**src/sv/ihc_pkg.sv**
```systemverilog
// ----------------------------------------------------------------------------
// ihc_pkg: shared types and constants of the IPv4 ingress header checker
// Field widths, verdict codes and header length limits.
// ----------------------------------------------------------------------------
package ihc_pkg;

  localparam int unsigned BYTE_W   = 8;
  localparam int unsigned VERD_W   = 4;
  localparam int unsigned HLEN_W   = 6;
  localparam int unsigned LEN_W    = 16;
  localparam int unsigned DROP_W   = 32;
  localparam int unsigned SUM_W    = 22;
  localparam int unsigned NIBBLE_W = 4;

  localparam logic [LEN_W-1:0]  LEN_MAX       = 16'hFFFF;
  localparam logic [HLEN_W-1:0] IPV4_MIN_HDR  = 6'd20;
  localparam logic [HLEN_W-1:0] TCP_MIN_HDR   = 6'd20;
  localparam logic [HLEN_W-1:0] SMALL_HDR     = 6'd8;
  localparam logic [3:0]        IPV4_VERSION  = 4'd4;

  // Protocol numbers
  localparam logic [BYTE_W-1:0] PROTO_ICMP = 8'd1;
  localparam logic [BYTE_W-1:0] PROTO_TCP  = 8'd6;
  localparam logic [BYTE_W-1:0] PROTO_UDP  = 8'd17;

  // Header byte offsets
  localparam logic [LEN_W-1:0] OFS_TOTLEN_HI = 16'd2;
  localparam logic [LEN_W-1:0] OFS_TOTLEN_LO = 16'd3;
  localparam logic [LEN_W-1:0] OFS_PROTO     = 16'd9;
  localparam logic [LEN_W-1:0] OFS_CHK_HI    = 16'd10;
  localparam logic [LEN_W-1:0] OFS_CHK_LO    = 16'd11;
  localparam logic [6:0]       OFS_TCP_DOFF  = 7'd12;
  localparam logic [6:0]       OFS_UDP_LEN   = 7'd4;

  typedef enum logic [VERD_W-1:0] {
    V_TCP        = 4'd0,
    V_UDP        = 4'd1,
    V_ICMP       = 4'd2,
    V_SHORT      = 4'd3,
    V_VERSION    = 4'd4,
    V_IHL        = 4'd5,
    V_CHECKSUM   = 4'd6,
    V_TOTLEN     = 4'd7,
    V_PROTO      = 4'd8,
    V_TRANS_SHORT = 4'd9,
    V_TRANS_LEN  = 4'd10
  } verdict_t;

endpackage

```
**src/sv/ihc_in_if.sv**
```systemverilog
// ----------------------------------------------------------------------------
// ihc_in_if: frame byte channel
// Valid/ready channel carrying one frame byte and its last-byte mark.
// ----------------------------------------------------------------------------
interface ihc_in_if;
  logic       valid;
  logic       ready;
  logic [7:0] frame_byte;
  logic       frame_end;

  modport source (output valid, output frame_byte, output frame_end, input ready);
  modport sink   (input valid, input frame_byte, input frame_end, output ready);
endinterface

```
**src/sv/ihc_out_if.sv**
```systemverilog
// ----------------------------------------------------------------------------
// ihc_out_if: verdict channel
// Valid/ready channel carrying one per-frame verdict with header fields.
// ----------------------------------------------------------------------------
interface ihc_out_if;
  logic        valid;
  logic        ready;
  logic [3:0]  verdict;
  logic [5:0]  header_bytes;
  logic [15:0] datagram_length;
  logic [5:0]  transport_offset_bytes;
  logic [31:0] dropped_total;

  modport source (output valid, output verdict, output header_bytes,
                  output datagram_length, output transport_offset_bytes,
                  output dropped_total, input ready);
  modport sink   (input valid, input verdict, input header_bytes,
                  input datagram_length, input transport_offset_bytes,
                  input dropped_total, output ready);
endinterface

```
**src/sv/ipv4_ingress_header_checker_top.sv**
```systemverilog
// ----------------------------------------------------------------------------
// ipv4_ingress_header_checker_top: IPv4 header check with Internet checksum
// Streams a frame byte by byte, captures header fields, accumulates the
// header checksum and gives one verdict request per frame.
// ----------------------------------------------------------------------------
//  channel | dir | payload                                     | when
//  rx      | in  | frame_byte, frame_end                       | one per byte
//  tx      | out | verdict, header_bytes, datagram_length,     | one per frame
//          |     | transport_offset_bytes, dropped_total       |
//
//  One byte per cycle; the verdict is registered in the cycle after the last
//  byte is taken. Field capture, checksum add/fold and the check chain all
//  sit between the frame state registers and the result register.
//  rx is stalled only while a verdict waits in the result register and tx
//  is not ready. Reset (rst, synchronous) clears frame state, drop count
//  and the result valid.
// ----------------------------------------------------------------------------
module ipv4_ingress_header_checker_top (
  input logic      clk,
  input logic      rst,
  ihc_in_if.sink   rx,
  ihc_out_if.source tx
);
  import ihc_pkg::*;

  // Frame state
  logic [LEN_W-1:0]    byte_position;
  logic [NIBBLE_W-1:0] ihl_words;
  logic [NIBBLE_W-1:0] version_seen;
  logic [SUM_W-1:0]    header_sum;
  logic [LEN_W-1:0]    stored_checksum;
  logic [LEN_W-1:0]    total_len_field;
  logic [BYTE_W-1:0]   protocol_field;
  logic [NIBBLE_W-1:0] tcp_offset_words;
  logic [LEN_W-1:0]    udp_len_field;
  logic [DROP_W-1:0]   drop_counter;

  // Next values
  logic [NIBBLE_W-1:0] ihl_words_next;
  logic [NIBBLE_W-1:0] version_seen_next;
  logic [SUM_W-1:0]    header_sum_next;
  logic [LEN_W-1:0]    stored_checksum_next;
  logic [LEN_W-1:0]    total_len_field_next;
  logic [BYTE_W-1:0]   protocol_field_next;
  logic [NIBBLE_W-1:0] tcp_offset_words_next;
  logic [LEN_W-1:0]    udp_len_field_next;
  logic [LEN_W-1:0]    flen;
  logic [HLEN_W-1:0]   hl;
  logic [HLEN_W-1:0]   th;
  logic [SUM_W-1:0]    sum_addend;
  logic [16:0]         fold1;
  logic [16:0]         fold2;
  logic                chk_bad;
  verdict_t            verdict_next;
  logic                accept;
  logic                accept_last;

  assign accept      = rx.valid && rx.ready;
  assign accept_last = accept && rx.frame_end;
  assign rx.ready    = !tx.valid || tx.ready;

  // Field capture for the current byte
  always_comb begin
    version_seen_next     = version_seen;
    ihl_words_next        = ihl_words;
    stored_checksum_next  = stored_checksum;
    total_len_field_next  = total_len_field;
    protocol_field_next   = protocol_field;
    tcp_offset_words_next = tcp_offset_words;
    udp_len_field_next    = udp_len_field;
    if (byte_position == '0) begin
      version_seen_next = rx.frame_byte[7:4];
      ihl_words_next    = rx.frame_byte[3:0];
    end
    hl = {ihl_words_next, 2'b00};
    if (byte_position == OFS_TOTLEN_HI) total_len_field_next[15:8] = rx.frame_byte;
    if (byte_position == OFS_TOTLEN_LO) total_len_field_next[7:0]  = rx.frame_byte;
    if (byte_position == OFS_PROTO)     protocol_field_next        = rx.frame_byte;
    if (byte_position == OFS_CHK_HI)    stored_checksum_next[15:8] = rx.frame_byte;
    if (byte_position == OFS_CHK_LO)    stored_checksum_next[7:0]  = rx.frame_byte;
    if (byte_position == {9'd0, {1'b0, hl} + OFS_TCP_DOFF})
      tcp_offset_words_next = rx.frame_byte[7:4];
    if (byte_position == {9'd0, {1'b0, hl} + OFS_UDP_LEN})
      udp_len_field_next[15:8] = rx.frame_byte;
    if (byte_position == {9'd0, {1'b0, hl} + OFS_UDP_LEN + 7'd1})
      udp_len_field_next[7:0] = rx.frame_byte;

    // Header sum, checksum field excluded
    sum_addend = byte_position[0] ? {14'd0, rx.frame_byte} : {6'd0, rx.frame_byte, 8'd0};
    if (byte_position < {10'd0, hl} && byte_position != OFS_CHK_HI &&
        byte_position != OFS_CHK_LO)
      header_sum_next = header_sum + sum_addend;
    else
      header_sum_next = header_sum;

    flen = (byte_position == LEN_MAX) ? LEN_MAX : byte_position + 16'd1;
  end

  // Check chain, first failure wins
  always_comb begin
    fold1   = {1'b0, header_sum_next[15:0]} + {11'd0, header_sum_next[21:16]};
    fold2   = {1'b0, fold1[15:0]} + {16'd0, fold1[16]};
    chk_bad = stored_checksum_next != ~fold2[15:0];
    th      = {tcp_offset_words_next, 2'b00};
    if (flen < {10'd0, IPV4_MIN_HDR}) begin
      verdict_next = V_SHORT;
    end else if (version_seen_next != IPV4_VERSION) begin
      verdict_next = V_VERSION;
    end else if (hl < IPV4_MIN_HDR || {10'd0, hl} > flen) begin
      verdict_next = V_IHL;
    end else if (chk_bad) begin
      verdict_next = V_CHECKSUM;
    end else if (total_len_field_next > flen) begin
      verdict_next = V_TOTLEN;
    end else if (protocol_field_next == PROTO_TCP) begin
      if ({1'b0, total_len_field_next} < {11'd0, hl} + {11'd0, TCP_MIN_HDR})
        verdict_next = V_TRANS_SHORT;
      else if (th < TCP_MIN_HDR ||
               {11'd0, hl} + {11'd0, th} > {1'b0, total_len_field_next})
        verdict_next = V_TRANS_LEN;
      else
        verdict_next = V_TCP;
    end else if (protocol_field_next == PROTO_UDP) begin
      if ({1'b0, total_len_field_next} < {11'd0, hl} + {11'd0, SMALL_HDR})
        verdict_next = V_TRANS_SHORT;
      else if (udp_len_field_next < {10'd0, SMALL_HDR} ||
               {11'd0, hl} + {1'b0, udp_len_field_next} > {1'b0, total_len_field_next})
        verdict_next = V_TRANS_LEN;
      else
        verdict_next = V_UDP;
    end else if (protocol_field_next == PROTO_ICMP) begin
      if ({1'b0, total_len_field_next} < {11'd0, hl} + {11'd0, SMALL_HDR})
        verdict_next = V_TRANS_SHORT;
      else
        verdict_next = V_ICMP;
    end else begin
      verdict_next = V_PROTO;
    end
  end

  // Frame state and drop counter
  always_ff @(posedge clk) begin
    if (rst) begin
      byte_position    <= '0;
      ihl_words        <= '0;
      version_seen     <= '0;
      header_sum       <= '0;
      stored_checksum  <= '0;
      total_len_field  <= '0;
      protocol_field   <= '0;
      tcp_offset_words <= '0;
      udp_len_field    <= '0;
      drop_counter     <= '0;
    end else if (accept) begin
      if (rx.frame_end) begin
        byte_position    <= '0;
        ihl_words        <= '0;
        version_seen     <= '0;
        header_sum       <= '0;
        stored_checksum  <= '0;
        total_len_field  <= '0;
        protocol_field   <= '0;
        tcp_offset_words <= '0;
        udp_len_field    <= '0;
        if (verdict_next >= V_SHORT) drop_counter <= drop_counter + 32'd1;
      end else begin
        byte_position    <= flen;
        ihl_words        <= ihl_words_next;
        version_seen     <= version_seen_next;
        header_sum       <= header_sum_next;
        stored_checksum  <= stored_checksum_next;
        total_len_field  <= total_len_field_next;
        protocol_field   <= protocol_field_next;
        tcp_offset_words <= tcp_offset_words_next;
        udp_len_field    <= udp_len_field_next;
      end
    end
  end

  // Result register
  always_ff @(posedge clk) begin
    if (rst) begin
      tx.valid <= 1'b0;
    end else if (accept_last) begin
      tx.valid <= 1'b1;
    end else if (tx.ready) begin
      tx.valid <= 1'b0;
    end
  end

  always_ff @(posedge clk) begin
    if (accept_last) begin
      tx.verdict                <= verdict_next;
      tx.header_bytes           <= hl;
      tx.datagram_length        <= total_len_field_next;
      tx.transport_offset_bytes <= (protocol_field_next == PROTO_TCP) ? th : '0;
      tx.dropped_total          <= (verdict_next >= V_SHORT) ? drop_counter + 32'd1
                                                              : drop_counter;
    end
  end

  // Checks
  a_last_gives_result: assert property (@(posedge clk) disable iff (rst)
    accept_last |=> tx.valid)
    else $error("last byte taken without a verdict");

  a_mid_no_result: assert property (@(posedge clk) disable iff (rst)
    (accept && !rx.frame_end && !tx.valid) |=> !tx.valid)
    else $error("verdict raised on a non-final byte");

  a_frame_clear: assert property (@(posedge clk) disable iff (rst)
    accept_last |=> (byte_position == '0 && header_sum == '0))
    else $error("frame state not cleared after final byte");

  a_drop_count: assert property (@(posedge clk) disable iff (rst)
    (accept_last && verdict_next >= V_SHORT) |=>
      (drop_counter == $past(drop_counter) + 32'd1))
    else $error("drop count not advanced on a failing frame");

  a_verdict_range: assert property (@(posedge clk) disable iff (rst)
    tx.valid |-> (tx.verdict <= V_TRANS_LEN))
    else $error("verdict code out of range");

endmodule

```
**src/flat_wrapper.sv**
```systemverilog
// flat-port wrapper written by rule: the top's interface ports become plain ports
module ipv4_ingress_header_checker_top_flat import ihc_pkg::*;
  (clk, rst, rx_valid, rx_frame_byte, rx_frame_end, rx_ready, tx_valid, tx_verdict, tx_header_bytes, tx_datagram_length, tx_transport_offset_bytes, tx_dropped_total, tx_ready);
  ihc_in_if rx_i ();
  ihc_out_if tx_i ();
  input logic clk;
  input logic rst;
  input wire logic [$bits(rx_i.valid)-1:0] rx_valid;
  input wire logic [$bits(rx_i.frame_byte)-1:0] rx_frame_byte;
  input wire logic [$bits(rx_i.frame_end)-1:0] rx_frame_end;
  output wire logic [$bits(rx_i.ready)-1:0] rx_ready;
  output wire logic [$bits(tx_i.valid)-1:0] tx_valid;
  output wire logic [$bits(tx_i.verdict)-1:0] tx_verdict;
  output wire logic [$bits(tx_i.header_bytes)-1:0] tx_header_bytes;
  output wire logic [$bits(tx_i.datagram_length)-1:0] tx_datagram_length;
  output wire logic [$bits(tx_i.transport_offset_bytes)-1:0] tx_transport_offset_bytes;
  output wire logic [$bits(tx_i.dropped_total)-1:0] tx_dropped_total;
  input wire logic [$bits(tx_i.ready)-1:0] tx_ready;
  assign rx_i.valid = rx_valid;
  assign rx_i.frame_byte = rx_frame_byte;
  assign rx_i.frame_end = rx_frame_end;
  assign rx_ready = rx_i.ready;
  assign tx_valid = tx_i.valid;
  assign tx_verdict = tx_i.verdict;
  assign tx_header_bytes = tx_i.header_bytes;
  assign tx_datagram_length = tx_i.datagram_length;
  assign tx_transport_offset_bytes = tx_i.transport_offset_bytes;
  assign tx_dropped_total = tx_i.dropped_total;
  assign tx_i.ready = tx_ready;
  ipv4_ingress_header_checker_top u_core (.clk(clk), .rst(rst), .rx(rx_i), .tx(tx_i));
endmodule
```
**config.mk**
```make
export PLATFORM = sky130hd
export DESIGN_NAME = ipv4_ingress_header_checker_top_flat
export DESIGN_NICKNAME = d
export VERILOG_FILES = /design/src/sv/ihc_pkg.sv /design/src/sv/ihc_in_if.sv /design/src/sv/ihc_out_if.sv /design/src/sv/ipv4_ingress_header_checker_top.sv /design/src/flat_wrapper.sv
export SDC_FILE = /design/constraint.sdc
export NUM_CORES = 1
export LEC_CHECK = 0
export ABC_AREA = 1
export ABC_CLOCK_PERIOD_IN_PS = 18090
export BUFFER_PORTS_ARGS = -buffer_cell sky130_fd_sc_hd__buf_2
export CAP_MARGIN = 5
export CORE_AREA = 5 5 168 170
export CTS_BUF_LIST = sky130_fd_sc_hd__clkbuf_4 sky130_fd_sc_hd__clkbuf_8 sky130_fd_sc_hd__clkbuf_16
export CTS_CLUSTER_DIAMETER = 50
export CTS_CLUSTER_SIZE = 24
export DETAILED_ROUTE_END_ITERATION = 7
export DIE_AREA = 0 0 173 175
export PLACE_DENSITY = 0.84
export SLEW_MARGIN = 20
export SYNTH_ARGS = -nofsm -noshare
export SYNTH_HDL_FRONTEND = slang
export SYNTH_SLANG_ARGS = --single-unit
```
**constraint.sdc**
```tcl
create_clock -name clk -period 18.09 [get_ports clk]
set_clock_uncertainty 0.05 [all_clocks]
set_input_delay 3.618 -clock clk [delete_from_list [all_inputs] [get_ports clk]]
set_output_delay 3.618 -clock clk [all_outputs]
set_load 0.01 [all_outputs]
```
After elaboration in Yosys (flattened, before gate mapping):

Index checks and enable logic that the tools add are counted.

* register bits: 201
* input bits: 13

* bitwise gates (word level): 1
* reductions and logical operators: 12
* add/subtract/negate cells: 12
* order comparisons: 12
* eq/ne operators: 16
* muxes and demuxes: 38

Operators by type and width (number)
* 16-bit 2-to-1 mux: 6
* 4-bit 2-to-1 mux: 19
* 8-bit 2-to-1 mux: 8
* 16-bit by 4-bit == test with 1-bit output (second input constant): 3
* 16-bit by 7-bit == test with 1-bit output: 3
* 22-bit 2-to-1 mux: 2
* 17-bit by 16-bit greater-than comparator with 1-bit output: 2
* 16-bit by 17-bit < comparator with 1-bit output: 2
* 32-bit by 1-bit adder with 32-bit output (second input constant): 1
* 16-bit by 2-bit == test with 1-bit output (second input constant): 2
* 32-bit 2-to-1 mux: 1
* 16-bit by 4-bit != test with 1-bit output (second input constant): 2
* 22-bit adder: 1
* 16-bit by 6-bit adder with 17-bit output: 1
* 6-bit by 16-bit adder with 17-bit output: 1
* 16-bit by 1-bit adder with 16-bit output: 1
* 16-bit by 1-bit adder with 16-bit output (second input constant): 1
* 16-bit == test (second input constant): 1
* 16-bit greater-than comparator: 1
* 6-bit by 16-bit greater-than comparator with 1-bit output: 1
* 16-bit logical NOT: 1
* 16-bit by 4-bit < comparator with 1-bit output (second input constant): 1
* 16-bit by 5-bit < comparator with 1-bit output (second input constant): 1
* 16-bit by 6-bit < comparator with 1-bit output: 1
* other kinds (19): 28

Logic depth before layout (Yosys ltp):

* word-level depth: 20
* mapped depth: 57
* depth with buffers taken out: 55

Least setup slack after synthesis:

No wires, ideal clock.

* path kind: in2reg
* start point: input port rx_frame_byte[0]
* end point: register u_core.drop_counter[24]
* slack: 7.805 ns
* required time: 17.928 ns
* arrival: 10.123 ns
* cell stages on the path: 51
* buffers on the path: 1
* cells stage by stage: nand2_1 -> inv_1 -> ha_1 -> inv_1 -> fa_1 -> o21ai_0 -> nand3_1 -> nand2_1 -> nand2_1 -> nand2_1 -> nand3_1 -> nand2_1 -> nand2_1 -> a21boi_0 -> o21ai_0 -> xor2_1 -> ha_1 -> inv_1 -> (+15 left out) -> nand3b_1 -> nor2_1 -> nand3_2 -> nor2_1 -> nand3_1 -> nand2_1 -> nand2_1 -> inv_1 -> nand2_1 -> nor2_4 -> nand2_2 -> nor2_4 -> nand3_4 -> buf_6 -> nand2_1 -> nand3_1 -> nand2_1 -> inv_1

* cells in the longest elaborated chain, start to end: 19

RTL lines
* start, declared: RTL line flat_wrapper.sv:9 `input wire logic [$bits(rx_i.frame_byte)-1:0] rx_frame_byte;`
* 4-bit 2-to-1 mux: RTL line ipv4_ingress_header_checker_top.sv:71 `if (byte_position == '0) begin`
* 6-bit by 3-bit adder with 7-bit output: RTL line ipv4_ingress_header_checker_top.sv:83, ipv4_ingress_header_checker_top.sv:85
* 7-bit by 1-bit adder with 7-bit output: RTL line ipv4_ingress_header_checker_top.sv:85 `if (byte_position == {9'd0, {1'b0, hl} + OFS_UDP_LEN + 7'd1})`
* 16-bit by 7-bit == test with 1-bit output: RTL line ipv4_ingress_header_checker_top.sv:85
* 8-bit 2-to-1 mux: RTL line ipv4_ingress_header_checker_top.sv:85
* 6-bit by 16-bit adder with 17-bit output: RTL line ipv4_ingress_header_checker_top.sv:127 `{11'd0, hl} + {1'b0, udp_len_field_next} > {1'b0, total_len_field_next})`
* 17-bit by 16-bit greater-than comparator with 1-bit output: RTL line ipv4_ingress_header_checker_top.sv:127
* 1-bit logical OR: RTL line ipv4_ingress_header_checker_top.sv:126 `else if (udp_len_field_next < {10'd0, SMALL_HDR} ||`
* (+3 left out)
* 4-bit 2-to-1 mux: RTL line ipv4_ingress_header_checker_top.sv:115 `end else if (protocol_field_next == PROTO_TCP) begin`
* 4-bit 2-to-1 mux: RTL line ipv4_ingress_header_checker_top.sv:113 `end else if (total_len_field_next > flen) begin`
* 4-bit 2-to-1 mux: RTL line ipv4_ingress_header_checker_top.sv:111 `end else if (chk_bad) begin`
* 4-bit 2-to-1 mux *: RTL line ipv4_ingress_header_checker_top.sv:109 `end else if (hl < IPV4_MIN_HDR || {10'd0, hl} > flen) begin`
* 4-bit 2-to-1 mux *: RTL line ipv4_ingress_header_checker_top.sv:107 `end else if (version_seen_next != IPV4_VERSION) begin`
* 4-bit 2-to-1 mux *: RTL line ipv4_ingress_header_checker_top.sv:105 `if (flen < {10'd0, IPV4_MIN_HDR}) begin`
* 4-bit by 2-bit greater-or-equal comparator with 1-bit output *: RTL line ipv4_ingress_header_checker_top.sv:165 `if (verdict_next >= V_SHORT) drop_counter <= drop_counter + 32'd1;`
* 32-bit 2-to-1 mux *
* end signal, assigned: RTL line ipv4_ingress_header_checker_top.sv:165
* end, declared: RTL line ipv4_ingress_header_checker_top.sv:36 `logic [DROP_W-1:0] drop_counter;`

Every way passes the cells marked *; elsewhere a longest branch is shown, timed or not.
A chain may end at the register's enable or synchronous reset.

Worst setup path after layout:

* start point: input port rx_frame_byte[1]
* end point: register u_core.drop_counter[2]

Same word-level chain as after synthesis.

==> flow_summary.toml <==
[clocking]
htreeDepth = 4
cts_hold_repair_buffers = 0
cts_buf_count = 17
ctsLongestPathBuffers = 2
cts_setup_buffers = 0
worstSkewPairLatency_ps = 450
clock_sinks = 199
post_cts.resized_instances = 0
cts_tree = "yes"
clockRootBuffer = "sky130_fd_sc_hd__clkbuf_16"
cts.reportedPaths.clkPinSlew_ps = 80

[synth]
post_synth_instance_area_mm2 = 0.0144
asyncSetResetFlopFracSynth_pct = 0
yosys.area.top_type = "sky130_fd_sc_hd__dfxtp_1"
netlist-cell-type-count = 56
synthesis.yosys.warnings = 0
syn-mean-instance-area_um2 = 6.79
netlist.area_leader.share_pct = 19.3
synth_top_cells_by_area = "sky130_fd_sc_hd__dfxtp_1, sky130_fd_sc_hd__nand2_1, sky130_fd_sc_hd__edfxtp_1"
post_synth_most_frequent_cells = "sky130_fd_sc_hd__nand2_1, sky130_fd_sc_hd__inv_1, sky130_fd_sc_hd__a21oi_1"
seq_area_frac_synth_pct = 31.8
ys.flop_type = "sky130_fd_sc_hd__dfxtp_1"
yosys.cell_count.top_type = "sky130_fd_sc_hd__nand2_1"
synth-edff-count = 60
synth_seq_cells = 199
post_synth_inst_count = 2124

[setup_path]
crit_path_max_fanout = 33
path_common_cell = "sky130_fd_sc_hd__nand2_1"
worst_path_largest_cell_delay_ps = 620
slowest_stage = "sky130_fd_sc_hd__nor2_4"
critical_path_class = "in -> reg"
worst_setup_ep_type = "flip-flop"
required_ps = 18380
critical_path.startpoint_type = "input port"
cp_data_arrival_time_ps = 12440

[die]
die_height_um = 175
die_w_um = 173
core_footprint_mm2 = 0.0266
floorplan.rows = 60
fp.dieArea_mm2 = 0.0303
ioPinCount = 79
floorplan.initialDensity_pct = 54.3

[sta]
timing.setup.tns_ps = 0
timing.final.setup_violations = 0
grt_setup_unrepaired = "false"
fmax_mhz = 82.3
max-slew-margin-rel_pct = 25.8
minimum_clock_period_ps = 12150
min_period_over_period_pct = 67.2
setup_ws_ps = 5940
finalHoldViolations = 0
drv_slew = 0
tightest_slew_ps = 1100

[grt]
grt_pass1_wl_um = 65500
global_route.usage.total_pct = 26.0
gr-total-overflow = 0
gr-max-usage-layer = "met2"
first_global_vias = 13100
antenna_found_initial = 1
grt_use_met2_pct = 44.0
grt_start_max_net_pins = 90
grt_util_met1_pct = 33.9
grt_util_met3_pct = 4.22

[drt]
detail-route-antenna-nets = 0
drcViolationCount = 0
via_per_inst = 5.56
detail_route.wirelength_um = 39800
route.vias.total = 14000
detailedRoute.firstPassIterationCount = 8
drtIter0Drc = 1152
detail_route.wl_per_cell_um = 15.9

[finish]
fin_util_pct = 58.6
final_nets = 2255
drive_gt1_share_pct = 8.91
num_antenna_cells = 0
final_standard_cell_count_with_taps_included_and_fillers_excluded = 2508
syn2layout_area_growth_pct = 7.92

[place]
hpwl_um = 29300
place_worst_setup_slack_ps = 5650
count_of_input_and_output_buffers = 74
dpl.cell_count = 2476
gp_routability_congestion = 0.932

[power]
power_total_w = 0.00109
leakage_nw = 7.13
peakVddDrop_mv = 0.0687
power_per_cell_area_mw_per_mm2 = 70.2

[hold_path]
min-delay-path-class = "reg -> reg"

[run_status]
status = "finished clean"

[job]
max-cap-violations = 0
[final cells by class]
class                   count  area (um^2)
fillers                  2520        11000
multi-input cells        1572         8440
flip-flops and latches    199         4580
inverters                 279         1050
repair buffers             85          455
well taps                 341          427
clock buffers              17          425
clock inverters            15          183
[report_power, final]
group	leakage, nW	switching (W)	internal (W)
combinational	5.14	0.000147	0.0000675
clock	0.291	0.000206	0.000188
sequential	1.70	0.0000106	0.000473
[final timing paths]
kind	from	end	slack [ps]	depth (start not counted)
worst min-delay path	u_core.udp_len_field[6]$_SDFFE_PP0P_	u_core.udp_len_field[6]$_SDFFE_PP0P_	420	2
worst max-delay path	rx_frame_byte[1]	u_core.drop_counter[2]$_SDFFE_PP0P_	5940	48
worst min register to register	u_core.udp_len_field[6]$_SDFFE_PP0P_	u_core.udp_len_field[6]$_SDFFE_PP0P_	420	2
worst max register to register	u_core.byte_position[0]$_SDFFE_PP0P_	u_core.drop_counter[2]$_SDFFE_PP0P_	8320	49
[per-stage QoR]
step           area [um^2]  hold WS (ps)
6_report             15600           417
5_1_grt              15600           431
4_1_cts              15600           417
3_5_place_dp         15000           405
3_3_place_gp         15000           401
2_1_floorplan        14400           395
[registers in the layout, indices dropped and copies added (netlist names)]
signal                            flops
u_core.drop_counter                  32
u_core.tx.dropped_total              32
u_core.header_sum                    22
u_core.byte_position                 16
u_core.stored_checksum               16
u_core.total_len_field               16
u_core.tx.datagram_length            16
u_core.udp_len_field                 16
u_core.protocol_field                 8
u_core.ihl_words                      4
u_core.tcp_offset_words               4
u_core.tx.header_bytes                4
u_core.tx.transport_offset_bytes      4
u_core.tx.verdict                     4
u_core.version_seen                   4
u_core.tx.valid                       1
[worst max-delay path, delay by kind of cell]
family                   cells  cell delay (ps)
AND/OR/NAND/NOR             33             5250
AO/OA/AOI/OAI                6             1730
adder cells (fa/ha/maj)      4             1230
buffers and inverters        4              370
XOR/XNOR                     1              220
[metal layers]
layer	up-vias	routed length, um
li1	6943	-
met5	-	13
met2	499	19000
met3	75	2950
met1	6434	16600
met4	2	1240
[cell usage in the layout (no fill, tap or decap), types with 6 or more instances in the layout]
cell / Yosys / final
sky130_fd_sc_hd__nand3b_1: 9 / 9
sky130_fd_sc_hd__ha_1: 85 / 85
sky130_fd_sc_hd__nand3_1: 101 / 101
sky130_fd_sc_hd__nand2_1: 663 / 662
sky130_fd_sc_hd__nand2_2: 17 / 17
sky130_fd_sc_hd__a21oi_1: 157 / 157
sky130_fd_sc_hd__o21a_1: 21 / 21
sky130_fd_sc_hd__o21ai_0: 78 / 78
sky130_fd_sc_hd__clkbuf_16: 0 / 17
sky130_fd_sc_hd__nand4_1: 60 / 60
sky130_fd_sc_hd__dfxtp_1: 139 / 139
sky130_fd_sc_hd__xor2_1: 77 / 77
sky130_fd_sc_hd__nand3_2: 9 / 9
sky130_fd_sc_hd__nand2_4: 5 / 6
sky130_fd_sc_hd__nor2_4: 12 / 14
sky130_fd_sc_hd__o211ai_1: 8 / 8
sky130_fd_sc_hd__nor3_1: 30 / 30
sky130_fd_sc_hd__inv_1: 264 / 264
sky130_fd_sc_hd__o21ai_1: 14 / 14
sky130_fd_sc_hd__edfxtp_1: 60 / 60
sky130_fd_sc_hd__xnor2_1: 12 / 12
sky130_fd_sc_hd__nor2_1: 140 / 138
sky130_fd_sc_hd__buf_2: 8 / 73
sky130_fd_sc_hd__buf_4: 7 / 12
sky130_fd_sc_hd__nor4_1: 15 / 15
sky130_fd_sc_hd__inv_2: 13 / 13
[kinds of logic after synthesis]
family                   synth area share [%]
multiplexers                            0.208
adder cells (fa/ha/maj)                  7.79
AND/OR/NAND/NOR                          32.7
AO/OA/AOI/OAI                            12.0
buffers and inverters                    9.92
other                                  0.0260
XOR/XNOR                                 5.52
flip-flops                               31.8
(Power assumes the default switching activity.)
